[src/rtl/v3a_pkg.sv]
// Shared types of the 3D vector ALU.
package v3a_pkg;

   typedef enum logic [2:0] {
      MODE_ADD   = 3'd0,
      MODE_SUB   = 3'd1,
      MODE_SCALE = 3'd2,
      MODE_DOT   = 3'd3,
      MODE_CROSS = 3'd4,
      MODE_MAG   = 3'd5,
      MODE_DIST  = 3'd6
   } mode_type;

   typedef struct packed {
      logic     valid;
      mode_type mode;
   } ctl_type;

endpackage

[src/rtl/v3a_comb.sv]
// Combine stage: sums of products, rounding and the sum of squares.
module v3a_comb #(
   parameter int WORD_BITS = 32,
   parameter int FRAC_BITS = 16
) (
   input  logic                          clock,
   input  logic                          reset,
   input  logic                          adv,
   input  v3a_pkg::ctl_type              ctl,
   input  logic signed [2*WORD_BITS+1:0] p [6],
   input  logic signed [WORD_BITS:0]     v [3],
   output v3a_pkg::ctl_type              ctl_ff,
   output logic signed [2*WORD_BITS+3:0] r_ff [3],
   output logic [2*WORD_BITS+1:0]        sq_ff
);

   localparam int RW = 2*WORD_BITS+4;
   localparam int SB = 2*WORD_BITS+2;
   localparam logic signed [RW-1:0] HALF = (RW'(1) << FRAC_BITS) >>> 1;

   logic signed [RW-1:0] e [6];
   logic signed [RW-1:0] r_in [3];
   logic signed [RW-1:0] sum3;
   logic [SB-1:0]        sq_in;

   function automatic logic signed [RW-1:0] rnd(input logic signed [RW-1:0] x);
      logic signed [RW-1:0] t;
      t = x + HALF;
      return t >>> FRAC_BITS;
   endfunction

   always_comb begin
      for (int n = 0; n < 6; n++) begin
         e[n] = RW'(p[n]);
      end
      sum3 = e[0] + e[1] + e[2];
      sq_in = sum3[SB-1:0];
      for (int c = 0; c < 3; c++) begin
         r_in[c] = '0;
      end
      case (ctl.mode)
         v3a_pkg::MODE_ADD, v3a_pkg::MODE_SUB: begin
            for (int c = 0; c < 3; c++) begin
               r_in[c] = RW'(v[c]);
            end
         end
         v3a_pkg::MODE_SCALE: begin
            for (int c = 0; c < 3; c++) begin
               r_in[c] = rnd(e[c]);
            end
         end
         v3a_pkg::MODE_DOT: begin
            r_in[0] = rnd(sum3);
         end
         v3a_pkg::MODE_CROSS: begin
            r_in[0] = rnd(e[0] - e[1]);
            r_in[1] = rnd(e[2] - e[3]);
            r_in[2] = rnd(e[4] - e[5]);
         end
         default: begin
         end
      endcase
   end

   always_ff @(posedge clock) begin
      if (reset) begin
         ctl_ff.valid <= 1'b0;
      end else if (adv) begin
         ctl_ff.valid <= ctl.valid;
      end
   end

   always_ff @(posedge clock) begin
      if (adv) begin
         ctl_ff.mode <= ctl.mode;
         r_ff <= r_in;
         sq_ff <= sq_in;
      end
   end

endmodule

[config.mk]
export PLATFORM = sky130hd
export DESIGN_NAME = v3a_comb
export DESIGN_NICKNAME = d
export VERILOG_FILES = /design/src/rtl/v3a_pkg.sv /design/src/rtl/v3a_comb.sv
export SDC_FILE = /design/constraint.sdc
export NUM_CORES = 1
export LEC_CHECK = 0
export BUFFER_PORTS_ARGS = -buffer_cell sky130_fd_sc_hd__buf_2
export CORE_AREA = 2 2 298 300
export DETAILED_ROUTE_END_ITERATION = 10
export DIE_AREA = 0 0 300 302
export GPL_ROUTABILITY_DRIVEN = 0
export PLACE_DENSITY = 0.63
export SYNTH_ARGS = -nofsm -noshare
export SYNTH_HDL_FRONTEND = slang
export SYNTH_SLANG_ARGS = --single-unit
[constraint.sdc]
create_clock -name clock -period 7.2 [get_ports clock]
set_input_delay 0 -clock clock [delete_from_list [all_inputs] [get_ports clock]]
set_output_delay 0 -clock clock [all_outputs]
set_load 0.01 [all_outputs]
==> results.yml <==
cts:
  htree_levels: 1
  cts_buffers: 30
  tritoncts: "yes"
  cts_root_buf: "clkbuf_16"
  clock-sinks: 226
  ctsResizeCount: 0
  clockBufferDepth: 3
  clk_pin_slew_ns: 0.08
  clock_latency_ns: 0.63
setup_path:
  end_kind: "flop"
  cp_slowest_cell: "dlygate4sd3_1"
  path_common_cell: "dlygate4sd3_1"
  path_cells: "dlygate4sd3_1 > buf_2 > fa_1 > dlygate4sd3_1 > ha_1 > fa_1 > a21o_1 > a22o_1 > o311ai_2 > a21oi_1 > o31ai_1 > nand4_1 > and4bb_4 > and3_1 > nand2_1 > xnor2_1 > a222oi_1 > dlygate4sd3_1 > o21ai_0"
  required_ns: 7.57
  critical_path_class: "in2reg"
  start_kind: "input pin"
  crit_cells: 19
  arrival_ns: 6.13
  reg2reg_depth: 3
  slowest_delay_ns: 0.59
  crit_path_max_fanout: 6
  cp_top_family: "compound AO/OA/AOI/OAI gates"
  crit_buf_inv: 4
timing:
  holdWs_ns: -0.000800
  fmax_mhz: 174
  tightest_slew_ns: 1.12
  final.setup.tns_ns: 0
  period_minus_slack_ns: 5.76
  fin_ws_ns: 1.44
  rsz0062_at_grt: "false"
  hold_violations: 1
  slew_violations: 0
  fin_skew_ns: 0
  max_slew_margin: 0.251
  post-route-period-util: 0.799
  finalSetupViolCount: 0
drt:
  drt_first_pass_iters: 8
  via_per_inst: 5.73
  drt-total-wl_um: 138000
  ant_nets: 0
  drtIter0Drc: 2872
  drc_errors: 0
  wire_per_inst_um: 24.2
  via_count: 32698
die:
  io_pins: 776
  rows: 109
  initial_core_util: 0.360
  die_h_um: 302
  core_mm2: 0.0876
  die_w_um: 300
  die_area_mm2: 0.0906
power_and_ir_drop:
  pwr-share-clk: 0.219
  p_int_w: 0.00417
  ir_drop_mv: 0.198
  power_density_mw_per_mm2: 188
  comb_power_share: 0.532
  leakage_nw: 17.9
  switching_share: 0.433
  power_frac_seq: 0.250
  power.switching_w: 0.00318
logic_synthesis:
  ys.warnings.count: 0
  synth-async-reset-ratio: 0
  synth_top_area_frac: 0.214
  yosysMostFrequentCell: "ha_1"
  avgSynthCellArea_um2: 8.63
  yosys-top-cells-area: "edfxtp_1, ha_1, xnor2_1"
  synth_nets: 4685
  ys.flop_type: "edfxtp_1"
  synth_cell_type_count: 112
  ys_ff_latch: 226
  netlist_instances: 3656
  yosysSeqAreaShare: 0.215
  synth_edf_count: 225
  synth_common_cells: "ha_1, inv_1, nand2_1"
  synth_top_area_cell: "edfxtp_1"
  syn_area_mm2: 0.0315
status:
  violations: "negative hold slack"
  status: "complete, but fails checks"
final_layout:
  final_cells: 5708
  syn2layout_area_growth_pct: 23.7
  nFillCells: 8928
  post-route-util: 0.446
  nNetsFinal: 5506
  layout-drive-gt1-share: 0.199
worst_hold_path:
  hp-class: "in2reg"
  holdPathStages: 4
placement:
  portBuffers: 775
  dp_slack_ns: 1.87
  hpwl_um: 116000
  numPlacedInstances: 5423
global_routing:
  grt_pass1_vias: 31180
  grt_pass1_wl_um: 197000
  grtUsageTotal: 0.292
  antenna_found_initial: 64
  grt_max_degree: 100
  overflow: 0
run:
  drv_cap: 0
## worst register-to-register path, stage by stage (launching register included)
cell           delay [ns]
dfxtp_1              0.31
mux2i_1              0.12
nor2_1               0.05
dlygate4sd3_1        0.54
## timing repair
action | 4_1_cts | 5_1_grt
buffers inserted | 0 | 0
hold endpoints to repair | 235 | 0
setup endpoints to repair | 0 | 0
hold buffers | 187 | 0
## placed cells by master, fill, tap and decap left out, drive strengths merged, types with 39 or more instances in the layout
cell type / Yosys / layout
fa: 67 / 67
o21bai: 39 / 39
and3: 69 / 69
nor3: 59 / 59
edfxtp: 225 / 225
nand2: 268 / 268
ha: 460 / 460
nand4: 102 / 102
xnor2: 244 / 244
inv: 268 / 271
dlygate4sd3: 0 / 187
diode: 0 / 43
o21ai: 256 / 256
buf: 80 / 785
xor2: 131 / 131
a22oi: 60 / 60
nor2: 183 / 183
nand3: 112 / 112
a21oi: 254 / 254
a21o: 150 / 150
## state kept, by name, summed over array words and instances, names as in the netlist
name    count
ctl_ff      4
r_ff      156
sq_ff      66
## layer usage
layer,routed length (um),GRT usage
met1,49500,0.324
met2,66900,0.510
met4,9730,0.180
met5,322,0
met3,11700,0.0640
## metrics by stage
stage	power, W	area (um2)
after floorplan	0.00430	31500
after global placement	0.00557	36100
after detailed placement	0.00559	36100
after CTS	0.00734	38900
after global routing	0.00778	39000
final	0.00734	39000
## path summary, 6_finish.rpt
| path | startpoint | to | slack (ns) |
|---|---|---|---|
| setup / recovery | p[331] | r_ff[153] | 1.44 |
| hold / removal | p[214] | r_ff[0] | -0.0008 |
| setup reg to reg | ctl_ff[3] | ctl_ff[3] | 6.07 |
| hold reg to reg | ctl_ff[3] | ctl_ff[3] | 1.04 |
## power groups by stage
stage / combinational (W) / sequential, W / clock (W)
after floorplan: 0.00233 / 0.00196 / 0
after global placement: 0.00370 / 0.00186 / 0
after detailed placement: 0.00373 / 0.00186 / 0
after CTS: 0.00386 / 0.00184 / 0.00165
after global routing: 0.00424 / 0.00186 / 0.00168
final: 0.00390 / 0.00183 / 0.00160
## kinds of logic (layout without fill, tap and decap cells)
group / after synthesis / in the layout / synth area share
and+or+nand+nor: 997 / 997 / 0.162
buffers and inverters: 451 / 1295 / 0.0624
xor gates and xnor gates: 375 / 375 / 0.105
DFF: 226 / 226 / 0.215
adders and majority gates: 527 / 527 / 0.225
muxes: 7 / 7 / 0.00222
AOI/OAI and AO/OA: 1073 / 1073 / 0.229
other: 0 / 43 / 0
## layout make-up
type | instances | area, um2 | area share
sequential | 226 | 6780 | 0.174
timing repair buffer | 972 | 5850 | 0.150
clock buffer | 33 | 762 | 0.0195
clock inverter | 22 | 245 | 0.00628
inverter | 268 | 1010 | 0.0258
antenna | 43 | 108 | 0.00276
multi-input combinational | 2979 | 22800 | 0.585
tap | 1165 | 1460 | 0.0373
(Power assumes the default switching activity.)
